--- src/rtl/imurcf_pkg.sv ---
// ----------------------------------------------------------------------------
// imurcf_pkg
// Shared widths, constants, CORDIC angle table and controller-to-datapath
// command type for the roll complementary filter.
// ----------------------------------------------------------------------------
package imurcf_pkg;

  // CORDIC iteration count and table size
  localparam int CORDIC_STEPS = 16;
  localparam int ATAN_LEN     = 24;
  localparam int STEP_W       = $clog2(CORDIC_STEPS);
  localparam int ATAN_IDX_W   = $clog2(ATAN_LEN);

  // Field widths
  localparam int IN_W     = 16;
  localparam int TEMP_W   = 17;
  localparam int RATE_W   = 16;
  localparam int ROLL_W   = 18;
  localparam int WGT_W    = 16;
  localparam int IN_DATA_W  = 6 * IN_W;
  localparam int OUT_FLD_W  = TEMP_W + 3 * RATE_W + ROLL_W;
  localparam int OUT_DATA_W = ((OUT_FLD_W + 7) / 8) * 8;

  // Internal widths
  localparam int CORD_W = 27;   // CORDIC x, y and angle
  localparam int PRED_W = 19;   // predicted roll
  localparam int TILT_W = 18;   // accelerometer tilt, 1/256 degree
  localparam int MUL_W  = 25;   // shared multiplier operand width
  localparam int PROD_W = 2 * MUL_W;
  localparam int ACC_W  = 37;   // blend accumulator
  localparam int MAG_W  = MUL_W - 1;
  localparam int GXQ_W  = 10;   // gyro roll increment magnitude
  localparam int FRAC_W = 16;   // weight fraction bits

  // Configuration and filter constants
  localparam logic [WGT_W-1:0] WEIGHT_RESET = 16'd64225;
  localparam int ROLL_LIMIT   = 92160;
  localparam int TEMP_OFFSET  = 12412;
  localparam int ANG_HALF_TURN = 180 * 65536;
  localparam int TILT_ROUND   = 128;
  localparam int TILT_SHIFT   = 8;
  localparam int BLEND_ROUND  = 32768;

  // Constant divisors as reciprocal multiply, exact over the operand range
  localparam int TEMP_RECIP = 12632257;  // ceil(2^30 / 85)
  localparam int TEMP_HALF  = 42;
  localparam int TEMP_SHIFT = 30;
  localparam int RATE_RECIP = 8196503;   // ceil(2^30 / 131)
  localparam int RATE_HALF  = 65;
  localparam int RATE_SHIFT = 30;
  localparam int GX_RECIP   = 1311441;   // ceil(2^32 / 3275)
  localparam int GX_HALF    = 1637;
  localparam int GX_SHIFT   = 32;

  // Multiplier operations, first five issued in step order
  typedef enum logic [2:0] {
    MUL_TEMP,
    MUL_RX,
    MUL_RY,
    MUL_RZ,
    MUL_GX,
    MUL_WP,
    MUL_WT
  } mul_op_e;

  typedef struct packed {
    logic              ld_in;
    logic              cordic_step;
    logic [STEP_W-1:0] step_idx;
    logic              mul_en;
    mul_op_e           mul_op;
    logic              tilt_ld;
    logic              result_ld;
  } dp_cmd_t;

  // atan(2^-i) in 1/65536 degree
  function automatic logic signed [CORD_W-1:0] atan_lut(input logic [ATAN_IDX_W-1:0] idx);
    logic signed [CORD_W-1:0] val;
    case (idx)
      5'd0:    val = 27'sd2949120;
      5'd1:    val = 27'sd1740967;
      5'd2:    val = 27'sd919879;
      5'd3:    val = 27'sd466945;
      5'd4:    val = 27'sd234379;
      5'd5:    val = 27'sd117304;
      5'd6:    val = 27'sd58666;
      5'd7:    val = 27'sd29335;
      5'd8:    val = 27'sd14668;
      5'd9:    val = 27'sd7334;
      5'd10:   val = 27'sd3667;
      5'd11:   val = 27'sd1833;
      5'd12:   val = 27'sd917;
      5'd13:   val = 27'sd458;
      5'd14:   val = 27'sd229;
      5'd15:   val = 27'sd115;
      5'd16:   val = 27'sd57;
      5'd17:   val = 27'sd29;
      5'd18:   val = 27'sd14;
      5'd19:   val = 27'sd7;
      5'd20:   val = 27'sd4;
      5'd21:   val = 27'sd2;
      5'd22:   val = 27'sd1;
      default: val = 27'sd0;
    endcase
    return val;
  endfunction

endpackage

--- src/rtl/imu_roll_complementary_filter_core.sv ---
// The iterative CORDIC takes one micro-rotation per cycle and is followed by tilt
// rounding, two blend products, accumulate and result load; the result load waits
// while an earlier result is still held, and the input is not ready again until
// the controller has loaded the result and returned to its idle state.
// A waiting result stays in the output register while the next sample is accepted.
// Reset: asynchronous, active low; clears roll state to zero and filter_weight to 64225.
// ----------------------------------------------------------------------------
// imu_roll_complementary_filter_core
// Converts one raw inertial sample to temperature, angular rates and a fused
// roll angle from a complementary filter over gyro and accelerometer tilt.
// ----------------------------------------------------------------------------
module imu_roll_complementary_filter_core (
  input  logic                                clk_i,
  input  logic                                rst_ni,
  input  logic                                cfg_we_i,
  input  logic [imurcf_pkg::WGT_W-1:0]        cfg_wdata_i,     // filter_weight
  input  logic                                s_axis_tvalid,
  output logic                                s_axis_tready,
  // accel_y, accel_z, temp_raw, gyro_x, gyro_y, gyro_z (16 bits each)
  input  logic [imurcf_pkg::IN_DATA_W-1:0]    s_axis_tdata,
  output logic                                m_axis_tvalid,
  input  logic                                m_axis_tready,
  // temperature[16:0], rate_x[32:17], rate_y[48:33], rate_z[64:49],
  // roll_angle[82:65], zero fill above
  output logic [imurcf_pkg::OUT_DATA_W-1:0]   m_axis_tdata
);
  import imurcf_pkg::*;

  dp_cmd_t                  cmd;
  logic signed [TEMP_W-1:0] temperature;
  logic signed [RATE_W-1:0] rate_x, rate_y, rate_z;
  logic signed [ROLL_W-1:0] roll_angle;

  imurcf_ctrl u_ctrl (
    .clk_i         (clk_i),
    .rst_ni        (rst_ni),
    .s_axis_tvalid (s_axis_tvalid),
    .s_axis_tready (s_axis_tready),
    .m_axis_tvalid (m_axis_tvalid),
    .m_axis_tready (m_axis_tready),
    .cmd_o         (cmd)
  );

  imurcf_dp u_dp (
    .clk_i         (clk_i),
    .rst_ni        (rst_ni),
    .cfg_we_i      (cfg_we_i),
    .cfg_wdata_i   (cfg_wdata_i),
    .accel_y_i     ($signed(s_axis_tdata[0*IN_W +: IN_W])),
    .accel_z_i     ($signed(s_axis_tdata[1*IN_W +: IN_W])),
    .temp_raw_i    ($signed(s_axis_tdata[2*IN_W +: IN_W])),
    .gyro_x_i      ($signed(s_axis_tdata[3*IN_W +: IN_W])),
    .gyro_y_i      ($signed(s_axis_tdata[4*IN_W +: IN_W])),
    .gyro_z_i      ($signed(s_axis_tdata[5*IN_W +: IN_W])),
    .cmd_i         (cmd),
    .temperature_o (temperature),
    .rate_x_o      (rate_x),
    .rate_y_o      (rate_y),
    .rate_z_o      (rate_z),
    .roll_angle_o  (roll_angle)
  );

  // Pack result, first field lowest
  assign m_axis_tdata = {{(OUT_DATA_W - OUT_FLD_W){1'b0}},
                         roll_angle, rate_z, rate_y, rate_x, temperature};

endmodule

--- src/rtl/imurcf_ctrl.sv ---
// ----------------------------------------------------------------------------
// imurcf_ctrl
// Sequencer: accepts one sample, steps the CORDIC, schedules the shared
// multiplier and hands the result to the output register.
// ----------------------------------------------------------------------------
module imurcf_ctrl (
  input  logic                clk_i,
  input  logic                rst_ni,
  input  logic                s_axis_tvalid,
  output logic                s_axis_tready,
  output logic                m_axis_tvalid,
  input  logic                m_axis_tready,
  output imurcf_pkg::dp_cmd_t cmd_o
);
  import imurcf_pkg::*;

  typedef enum logic [2:0] {
    S_IDLE,
    S_RUN,
    S_TILT,
    S_WP,
    S_WT,
    S_ACC,
    S_DONE
  } state_e;

  state_e            state_q;
  logic [STEP_W-1:0] cnt_q;
  logic              out_vld_q;
  logic              out_free;
  logic              accept;

  assign out_free = !out_vld_q || m_axis_tready;
  assign accept   = (state_q == S_IDLE) && s_axis_tvalid;

  // State, step counter and output valid
  always_ff @(posedge clk_i or negedge rst_ni) begin
    if (!rst_ni) begin
      state_q   <= S_IDLE;
      cnt_q     <= '0;
      out_vld_q <= 1'b0;
    end else begin
      // Drop valid once taken, unless a new result is loaded this cycle
      if (m_axis_tready && (state_q != S_DONE)) begin
        out_vld_q <= 1'b0;
      end
      case (state_q)
        S_IDLE: begin
          if (s_axis_tvalid) begin
            state_q <= S_RUN;
            cnt_q   <= '0;
          end
        end
        S_RUN: begin
          cnt_q <= cnt_q + 1'b1;
          if (cnt_q == STEP_W'(CORDIC_STEPS - 1)) begin
            state_q <= S_TILT;
          end
        end
        S_TILT: state_q <= S_WP;
        S_WP:   state_q <= S_WT;
        S_WT:   state_q <= S_ACC;
        S_ACC:  state_q <= S_DONE;
        S_DONE: begin
          if (out_free) begin
            state_q   <= S_IDLE;
            out_vld_q <= 1'b1;
          end
        end
        default: state_q <= S_IDLE;
      endcase
    end
  end

  assign s_axis_tready = (state_q == S_IDLE);
  assign m_axis_tvalid = out_vld_q;

  // Datapath commands; conversions ride on the first CORDIC steps
  always_comb begin
    cmd_o             = '0;
    cmd_o.ld_in       = accept;
    cmd_o.cordic_step = (state_q == S_RUN);
    cmd_o.step_idx    = cnt_q;
    cmd_o.tilt_ld     = (state_q == S_TILT);
    cmd_o.result_ld   = (state_q == S_DONE) && out_free;
    cmd_o.mul_op      = MUL_WT;
    case (state_q)
      S_RUN: begin
        cmd_o.mul_en = (cnt_q <= STEP_W'(MUL_GX));
        cmd_o.mul_op = mul_op_e'(cnt_q[2:0]);
      end
      S_WP: begin
        cmd_o.mul_en = 1'b1;
        cmd_o.mul_op = MUL_WP;
      end
      S_WT: begin
        cmd_o.mul_en = 1'b1;
        cmd_o.mul_op = MUL_WT;
      end
      default: cmd_o.mul_en = 1'b0;
    endcase
  end

endmodule

--- src/rtl/imurcf_dp.sv ---
// ----------------------------------------------------------------------------
// imurcf_dp
// Datapath: sample registers, iterative CORDIC, shared multiplier with
// write-back, blend accumulator, roll state and output registers.
// ----------------------------------------------------------------------------
module imurcf_dp (
  input  logic                                   clk_i,
  input  logic                                   rst_ni,
  input  logic                                   cfg_we_i,
  input  logic [imurcf_pkg::WGT_W-1:0]           cfg_wdata_i,
  input  logic signed [imurcf_pkg::IN_W-1:0]     accel_y_i,
  input  logic signed [imurcf_pkg::IN_W-1:0]     accel_z_i,
  input  logic signed [imurcf_pkg::IN_W-1:0]     temp_raw_i,
  input  logic signed [imurcf_pkg::IN_W-1:0]     gyro_x_i,
  input  logic signed [imurcf_pkg::IN_W-1:0]     gyro_y_i,
  input  logic signed [imurcf_pkg::IN_W-1:0]     gyro_z_i,
  input  imurcf_pkg::dp_cmd_t                    cmd_i,
  output logic signed [imurcf_pkg::TEMP_W-1:0]   temperature_o,
  output logic signed [imurcf_pkg::RATE_W-1:0]   rate_x_o,
  output logic signed [imurcf_pkg::RATE_W-1:0]   rate_y_o,
  output logic signed [imurcf_pkg::RATE_W-1:0]   rate_z_o,
  output logic signed [imurcf_pkg::ROLL_W-1:0]   roll_angle_o
);
  import imurcf_pkg::*;

  function automatic logic [IN_W-1:0] abs16(input logic signed [IN_W-1:0] v);
    return v[IN_W-1] ? IN_W'(-v) : IN_W'(v);
  endfunction

  // Configuration and roll state
  logic [WGT_W-1:0]         weight_q;
  logic signed [ROLL_W-1:0] last_roll_q;

  // Sample registers
  logic signed [IN_W-1:0] tr_q, gx_q, gy_q, gz_q;

  // CORDIC registers
  logic signed [CORD_W-1:0] cx_q, cy_q, ang_q;
  logic                     zero_q;
  logic signed [TILT_W-1:0] tilt_q;

  // Multiplier pipeline
  logic signed [MUL_W-1:0]  opa, opb;
  logic signed [PROD_W-1:0] prod_d, prod_q;
  logic                     mul_vld_q;
  mul_op_e                  mul_op_q;

  // Working results
  logic signed [TEMP_W-1:0] temp_w_q;
  logic signed [RATE_W-1:0] rx_w_q, ry_w_q, rz_w_q;
  logic signed [PRED_W-1:0] pred_q;
  logic signed [ACC_W-1:0]  acc_q;

  // Output registers
  logic signed [TEMP_W-1:0] temp_o_q;
  logic signed [RATE_W-1:0] rx_o_q, ry_o_q, rz_o_q;

  // Configuration register
  always_ff @(posedge clk_i or negedge rst_ni) begin
    if (!rst_ni) begin
      weight_q <= WEIGHT_RESET;
    end else if (cfg_we_i) begin
      weight_q <= cfg_wdata_i;
    end
  end

  // Capture sample
  always_ff @(posedge clk_i) begin
    if (cmd_i.ld_in) begin
      tr_q <= temp_raw_i;
      gx_q <= gyro_x_i;
      gy_q <= gyro_y_i;
      gz_q <= gyro_z_i;
    end
  end

  // CORDIC vectoring: half-turn at load when accel_z is negative, then one micro-rotation per cycle
  logic signed [CORD_W-1:0] y_init, z_init, xs, ys, atan_v;
  assign y_init = CORD_W'(accel_y_i) <<< 8;
  assign z_init = CORD_W'(accel_z_i) <<< 8;
  assign xs     = cx_q >>> cmd_i.step_idx;
  assign ys     = cy_q >>> cmd_i.step_idx;
  assign atan_v = atan_lut(ATAN_IDX_W'(cmd_i.step_idx));

  always_ff @(posedge clk_i) begin
    if (cmd_i.ld_in) begin
      zero_q <= (accel_y_i == '0) && (accel_z_i == '0);
      if (accel_z_i[IN_W-1]) begin
        cx_q  <= -z_init;
        cy_q  <= -y_init;
        ang_q <= accel_y_i[IN_W-1] ? -CORD_W'(ANG_HALF_TURN) : CORD_W'(ANG_HALF_TURN);
      end else begin
        cx_q  <= z_init;
        cy_q  <= y_init;
        ang_q <= '0;
      end
    end else if (cmd_i.cordic_step) begin
      if (cy_q[CORD_W-1]) begin
        cx_q  <= cx_q - ys;
        cy_q  <= cy_q + xs;
        ang_q <= ang_q - atan_v;
      end else begin
        cx_q  <= cx_q + ys;
        cy_q  <= cy_q - xs;
        ang_q <= ang_q + atan_v;
      end
    end
  end

  // Round angle to 1/256 degree
  logic signed [CORD_W-1:0] ang_rnd;
  assign ang_rnd = (ang_q + CORD_W'(TILT_ROUND)) >>> TILT_SHIFT;

  always_ff @(posedge clk_i) begin
    if (cmd_i.tilt_ld) begin
      tilt_q <= zero_q ? '0 : TILT_W'(ang_rnd);
    end
  end

  // Operand magnitudes for the rounded constant divisions
  logic signed [TEMP_W-1:0] tn;
  logic [TEMP_W-1:0]        tn_mag;
  logic [MAG_W-1:0]         mag_temp, mag_rx, mag_ry, mag_rz, mag_gx;
  logic [TEMP_W-1:0]        w_comp;

  assign tn       = TEMP_W'(tr_q) + TEMP_W'(TEMP_OFFSET);
  assign tn_mag   = tn[TEMP_W-1] ? TEMP_W'(-tn) : TEMP_W'(tn);
  assign mag_temp = MAG_W'({tn_mag, 6'd0}) + MAG_W'(TEMP_HALF);
  assign mag_rx   = MAG_W'({abs16(gx_q), 7'd0}) + MAG_W'(RATE_HALF);
  assign mag_ry   = MAG_W'({abs16(gy_q), 7'd0}) + MAG_W'(RATE_HALF);
  assign mag_rz   = MAG_W'({abs16(gz_q), 7'd0}) + MAG_W'(RATE_HALF);
  assign mag_gx   = MAG_W'({abs16(gx_q), 6'd0}) + MAG_W'(GX_HALF);
  assign w_comp   = {1'b1, {WGT_W{1'b0}}} - TEMP_W'(weight_q);

  // Select multiplier operands
  always_comb begin
    case (cmd_i.mul_op)
      MUL_TEMP: begin
        opa = $signed({1'b0, mag_temp});
        opb = MUL_W'(TEMP_RECIP);
      end
      MUL_RX: begin
        opa = $signed({1'b0, mag_rx});
        opb = MUL_W'(RATE_RECIP);
      end
      MUL_RY: begin
        opa = $signed({1'b0, mag_ry});
        opb = MUL_W'(RATE_RECIP);
      end
      MUL_RZ: begin
        opa = $signed({1'b0, mag_rz});
        opb = MUL_W'(RATE_RECIP);
      end
      MUL_GX: begin
        opa = $signed({1'b0, mag_gx});
        opb = MUL_W'(GX_RECIP);
      end
      MUL_WP: begin
        opa = MUL_W'(pred_q);
        opb = MUL_W'($signed({1'b0, weight_q}));
      end
      default: begin
        opa = MUL_W'(tilt_q);
        opb = MUL_W'($signed({1'b0, w_comp}));
      end
    endcase
  end

  assign prod_d = opa * opb;

  // Register product and its operation tag
  always_ff @(posedge clk_i or negedge rst_ni) begin
    if (!rst_ni) begin
      mul_vld_q <= 1'b0;
    end else begin
      mul_vld_q <= cmd_i.mul_en;
    end
  end

  always_ff @(posedge clk_i) begin
    if (cmd_i.mul_en) begin
      prod_q   <= prod_d;
      mul_op_q <= cmd_i.mul_op;
    end
  end

  // Quotients taken from the product
  logic [TEMP_W-1:0] q_temp;
  logic [RATE_W-1:0] q_rate;
  logic [GXQ_W-1:0]  q_gx;
  assign q_temp = prod_q[TEMP_SHIFT +: TEMP_W];
  assign q_rate = prod_q[RATE_SHIFT +: RATE_W];
  assign q_gx   = prod_q[GX_SHIFT +: GXQ_W];

  // Write back product, restoring sign of the quotients, or accumulate the blend
  always_ff @(posedge clk_i) begin
    if (mul_vld_q) begin
      case (mul_op_q)
        MUL_TEMP: temp_w_q <= tn[TEMP_W-1] ? -$signed(q_temp) : $signed(q_temp);
        MUL_RX:   rx_w_q   <= gx_q[IN_W-1] ? -$signed(q_rate) : $signed(q_rate);
        MUL_RY:   ry_w_q   <= gy_q[IN_W-1] ? -$signed(q_rate) : $signed(q_rate);
        MUL_RZ:   rz_w_q   <= gz_q[IN_W-1] ? -$signed(q_rate) : $signed(q_rate);
        MUL_GX: begin
          if (gx_q[IN_W-1]) begin
            pred_q <= PRED_W'(last_roll_q) - $signed(PRED_W'(q_gx));
          end else begin
            pred_q <= PRED_W'(last_roll_q) + $signed(PRED_W'(q_gx));
          end
        end
        MUL_WP:  acc_q <= ACC_W'(prod_q) + ACC_W'(BLEND_ROUND);
        default: acc_q <= acc_q + ACC_W'(prod_q);
      endcase
    end
  end

  // Scale blend back and saturate
  logic signed [ACC_W-FRAC_W-1:0] roll_full;
  logic signed [ROLL_W-1:0]       roll_sat;
  assign roll_full = acc_q[ACC_W-1:FRAC_W];

  always_comb begin
    if (roll_full > ROLL_LIMIT) begin
      roll_sat = ROLL_W'(ROLL_LIMIT);
    end else if (roll_full < -ROLL_LIMIT) begin
      roll_sat = -ROLL_W'(ROLL_LIMIT);
    end else begin
      roll_sat = ROLL_W'(roll_full);
    end
  end

  // Roll state
  always_ff @(posedge clk_i or negedge rst_ni) begin
    if (!rst_ni) begin
      last_roll_q <= '0;
    end else if (cmd_i.result_ld) begin
      last_roll_q <= roll_sat;
    end
  end

  // Output register
  always_ff @(posedge clk_i) begin
    if (cmd_i.result_ld) begin
      temp_o_q <= temp_w_q;
      rx_o_q   <= rx_w_q;
      ry_o_q   <= ry_w_q;
      rz_o_q   <= rz_w_q;
    end
  end

  assign temperature_o = temp_o_q;
  assign rate_x_o      = rx_o_q;
  assign rate_y_o      = ry_o_q;
  assign rate_z_o      = rz_o_q;
  assign roll_angle_o  = last_roll_q;

endmodule

--- config.mk ---
export PLATFORM = sky130hd
export DESIGN_NAME = imu_roll_complementary_filter_core
export DESIGN_NICKNAME = d
export VERILOG_FILES = /design/src/rtl/imurcf_pkg.sv /design/src/rtl/imu_roll_complementary_filter_core.sv /design/src/rtl/imurcf_ctrl.sv /design/src/rtl/imurcf_dp.sv
export SDC_FILE = /design/constraint.sdc
export NUM_CORES = 2
export LEC_CHECK = 0
export ABC_CLOCK_PERIOD_IN_PS = 13560
export BUFFER_PORTS_ARGS = -buffer_cell sky130_fd_sc_hd__buf_2
export CAP_MARGIN = 20
export CORE_AREA = 2 2 282 284
export DETAILED_ROUTE_END_ITERATION = 7
export DIE_AREA = 0 0 284 286
export PLACE_DENSITY = 0.83
export SETUP_SLACK_MARGIN = 0.5
export SLEW_MARGIN = 10
export SYNTH_ARGS = -nofsm -noshare
export SYNTH_HDL_FRONTEND = slang
export SYNTH_SLANG_ARGS = --single-unit
--- constraint.sdc ---
create_clock -name clk_i -period 13.56 [get_ports clk_i]
set_clock_uncertainty 0.2 [all_clocks]
set_input_delay 2.034 -clock clk_i [delete_from_list [all_inputs] [get_ports clk_i]]
set_output_delay 2.034 -clock clk_i [all_outputs]
set_load 0.01 [all_outputs]
==> key figures <==
Floorplanning
  • Die width: 284 um
  • I/O pin cnt: 207
  • Die height: 286 um
  • Initial Util: 64.40%
  • # rows: 103
  • Die area: 81220 um2
  • Core Region: 78360 um2

Critical path
  • Crit path max fanout: 8
  • Slack of the worst reg-to-reg path: 1.52 ns
  • Worst endpoint required time: roughly 14 ns
  • Type of origin of the critical path: register
  • CP delay by family, top: adder cells
  • RR Endpoint: u_dp.prod_q[46]$_DFFE_PP_
  • Crit path top cell by count: fa_1
  • Slowest-stage cell, CP: or4_1
  • Reg2Reg Depth: 35
  • Buf/Inv on CP: 7
  • R2r startpoint: u_dp.gx_q[6]$_DFFE_PP_
  • Critical Path Max Stage Delay: 0.64 ns
  • WP data arrival: approximately 12 ns
  • Kind of critical path: reg2reg
  • Worst setup EP type: register

Placed design
  • IO buf count: around 200
  • DP Area: 52680 um2
  • DP HPWL: 113.1 mm
  • GPL Wtd Cong: roughly 1.0

Clock network
  • Post-cts resize count: 0
  • Clock Tree Root: clkbuf_16
  • CTS tree: built
  • Reg clk slew, reported paths: about 0.060 ns
  • Maximum buffer depth of the clock tree: 3
  • Worst skew pair latency: 0.66 ns
  • Setup repair bufs after CTS: 0
  • Clock Sinks: between 400 and 500
  • CTS Hold Buffers Added: 0
  • CTS buffer count: 51
  • H-tree lvl count: 2

GRT
  • First-pass GRT wire length: roughly 230 mm
  • Initial antenna violation count: 2
  • Total gr overflow: 0
  • GRT Resource Usage Total: 35.73%
  • Vias in the first global route: 40470
  • Largest net degree at the start of global routing: 81

Routing
  • WL per Instance: 21.95 um
  • DRT Pass-1 Iters: 6
  • Via density: between 6 and 7
  • DR iter-0 viols: 4488
  • Post-route ant nets: 0
  • DRC violations left: 0
  • WL final: 144.0 mm
  • Via count: 40350

STA
  • Final hold viol count: 0
  • Min Tclk post-route: 12.04 ns
  • Setup repair after global routing missed its margin: no
  • Post-route setup TNS: 0 ns
  • Setup violations, final: 0
  • Fmax: approximately 0.083 GHz
  • Final Max Slew Viols: 0
  • Slew HR: 17.54%
  • Worst-margin pin slew: 1.229 ns
  • Crit share post-route: 88.77%

Yosys
  • Number of synthesized flops with an enable pin: 399
  • Post-synth top flop: edfxtp_1
  • Syn Area/Cell: between 9 and 10 um2
  • Netlist cell types: 90
  • Cell Area, Synth: about 50000 um2
  • Yosys warning total: 0
  • Async S/R FF share, synth: about a tenth
  • Seq cells post-synth: 442
  • Register area share after synthesis: 25.90%
  • Synthesized netlist cell count: between 5000 and 6000

Run status
  • Status: finished, final reports clean

Cells and area
  • Final instance area: 54570 um2
  • # diodes: 0
  • Multi-input logic area: 33700 um2
  • Layout overhead on the synthesized area: 8.148%
  • Sequential cell area: 13080 um2
  • Commonest cells after routing, fill and taps aside: 811 x inv_1, 582 x nand2_1, 569 x fa_1
  • Filler cell count: 5876
  • Nets: 6473
  • Layout cells sized above 1: under 10%
  • Leading cell type in the layout, fill and taps excluded: inv_1

Min path
  • HP Start: u_dp.ry_w_q[13]$_DFFE_PP_
  • Hold depth: 0
  • HP Class: reg2reg
  • Hold path endpoint: u_dp.rate_y_o[13]$_DFFE_PP_

Run
  • MaxCap Viol Count: 0
-- sequential cells by signal, indices dropped and copies added, names as in the netlist, 17 cells and up --
signal,flops
u_dp.cx_q,27
u_dp.cy_q,27
u_dp.roll_angle_o,18
u_dp.ang_q,26
u_dp.tilt_q,18
u_dp.temperature_o,17
u_dp.acc_q,37
u_dp.temp_w_q,17
u_dp.pred_q,19
u_dp.prod_q,47
-- cell families (layout without fill, tap and decap cells) --
kind of cell             after synthesis  in the layout  synth area share [%]
AO/OA/AOI/OAI                        871            871                 10.74
XOR/XNOR                             430            430                 7.463
adder cells (fa/ha/maj)              888            888                 30.48
buffers and inverters               1031           1183                 7.793
flip-flops                           442            442                 25.90
multiplexers                         123            123                 3.977
other                                  2             35               0.01488
AND/OR/NAND/NOR                     1538           1538                 13.63
-- cell usage after synthesis, types with 16 or more instances --
| master | instances | area share [%] |
|---|---|---|
| mux4_2 | 59 | 2.6 |
| nor2_1 | 488 | 3.6 |
| buf_1 | 26 | 0.19 |
| mux2_2 | 29 | 0.65 |
| o21bai_1 | 17 | 0.25 |
| a31oi_1 | 25 | 0.31 |
| ha_1 | 318 | 7.9 |
| mux2i_1 | 34 | 0.67 |
| dfrtp_1 | 33 | 1.6 |
| a211oi_1 | 26 | 0.39 |
| nand2b_1 | 55 | 0.68 |
| xor2_1 | 165 | 2.9 |
| nand4_1 | 23 | 0.29 |
| and2_1 | 45 | 0.56 |
| nand3_1 | 65 | 0.64 |
| or3_1 | 35 | 0.43 |
| o21ai_0 | 230 | 2.3 |
| nand2_1 | 583 | 4.3 |
| or4_1 | 21 | 0.31 |
| o22ai_1 | 24 | 0.30 |
| nor3_1 | 76 | 0.75 |
| xnor2_1 | 265 | 4.6 |
| a21oi_1 | 265 | 2.6 |
| o31ai_1 | 35 | 0.52 |
| fa_1 | 569 | 23 |
| and3_1 | 32 | 0.40 |
| clkbuf_1 | 163 | 1.2 |
| nor4_1 | 16 | 0.20 |
| inv_1 | 813 | 6.0 |
| or2_2 | 19 | 0.24 |
| nor2b_1 | 41 | 0.51 |
| o21a_1 | 39 | 0.58 |
| edfxtp_1 | 399 | 24 |
| a21o_1 | 72 | 1.1 |
-- routing by layer --
layer | track usage, % | part of all wire, %
met5 | 0 | 0.0069
met1 | 45.98 | 37
met3 | 9.139 | 11
met2 | 57.92 | 46
met4 | 15.03 | 5.2
-- area by class of cell --
class / instances / area share, %
timing repair buffer: 271 / 2.903
tap: 1050 / 2.407
inverter: 818 / 5.631
clock buffer: 53 / 2.352
clock inverter: 41 / 1.004
multi-input combinational: 3885 / 61.74
sequential: 442 / 23.96
-- stage by stage --
| step | instances | utilization, % | worst slack, ns | hold slack (ns) |
|---|---|---|---|---|
| global route | 6560 | 69.65 | 0.9553 | 0.2218 |
| finish | 6560 | 69.65 | 1.523 | 0.2125 |
| floorplan | 5358 | - | 3.235 | 0.2003 |
| CTS | 6556 | 69.57 | 1.502 | 0.2161 |
| global placement | 6460 | 67.19 | 1.759 | 0.2012 |
| detailed placement | 6462 | 67.23 | 1.571 | 0.2045 |
-- how the worst max path moves through the flow --
stage                                 startpoint                         to  slack, ns  depth (start not counted)
after CTS                 u_dp.tr_q[5]$_DFFE_PP_  u_dp.prod_q[46]$_DFFE_PP_       1.50                         31
after detailed placement  u_dp.tr_q[5]$_DFFE_PP_  u_dp.prod_q[46]$_DFFE_PP_       1.57                         34
after floorplan           u_dp.gx_q[6]$_DFFE_PP_  u_dp.prod_q[46]$_DFFE_PP_       3.23                         33
after global placement    u_dp.gx_q[6]$_DFFE_PP_  u_dp.prod_q[46]$_DFFE_PP_       1.76                         35
after global routing      u_dp.gx_q[6]$_DFFE_PP_  u_dp.prod_q[46]$_DFFE_PP_       0.96                         35
final                     u_dp.gx_q[6]$_DFFE_PP_  u_dp.prod_q[46]$_DFFE_PP_       1.52                         35
Power is left out: the tool's default activity adds up to more than one toggle a clock period on the data nets, which glitch-free logic cannot reach.
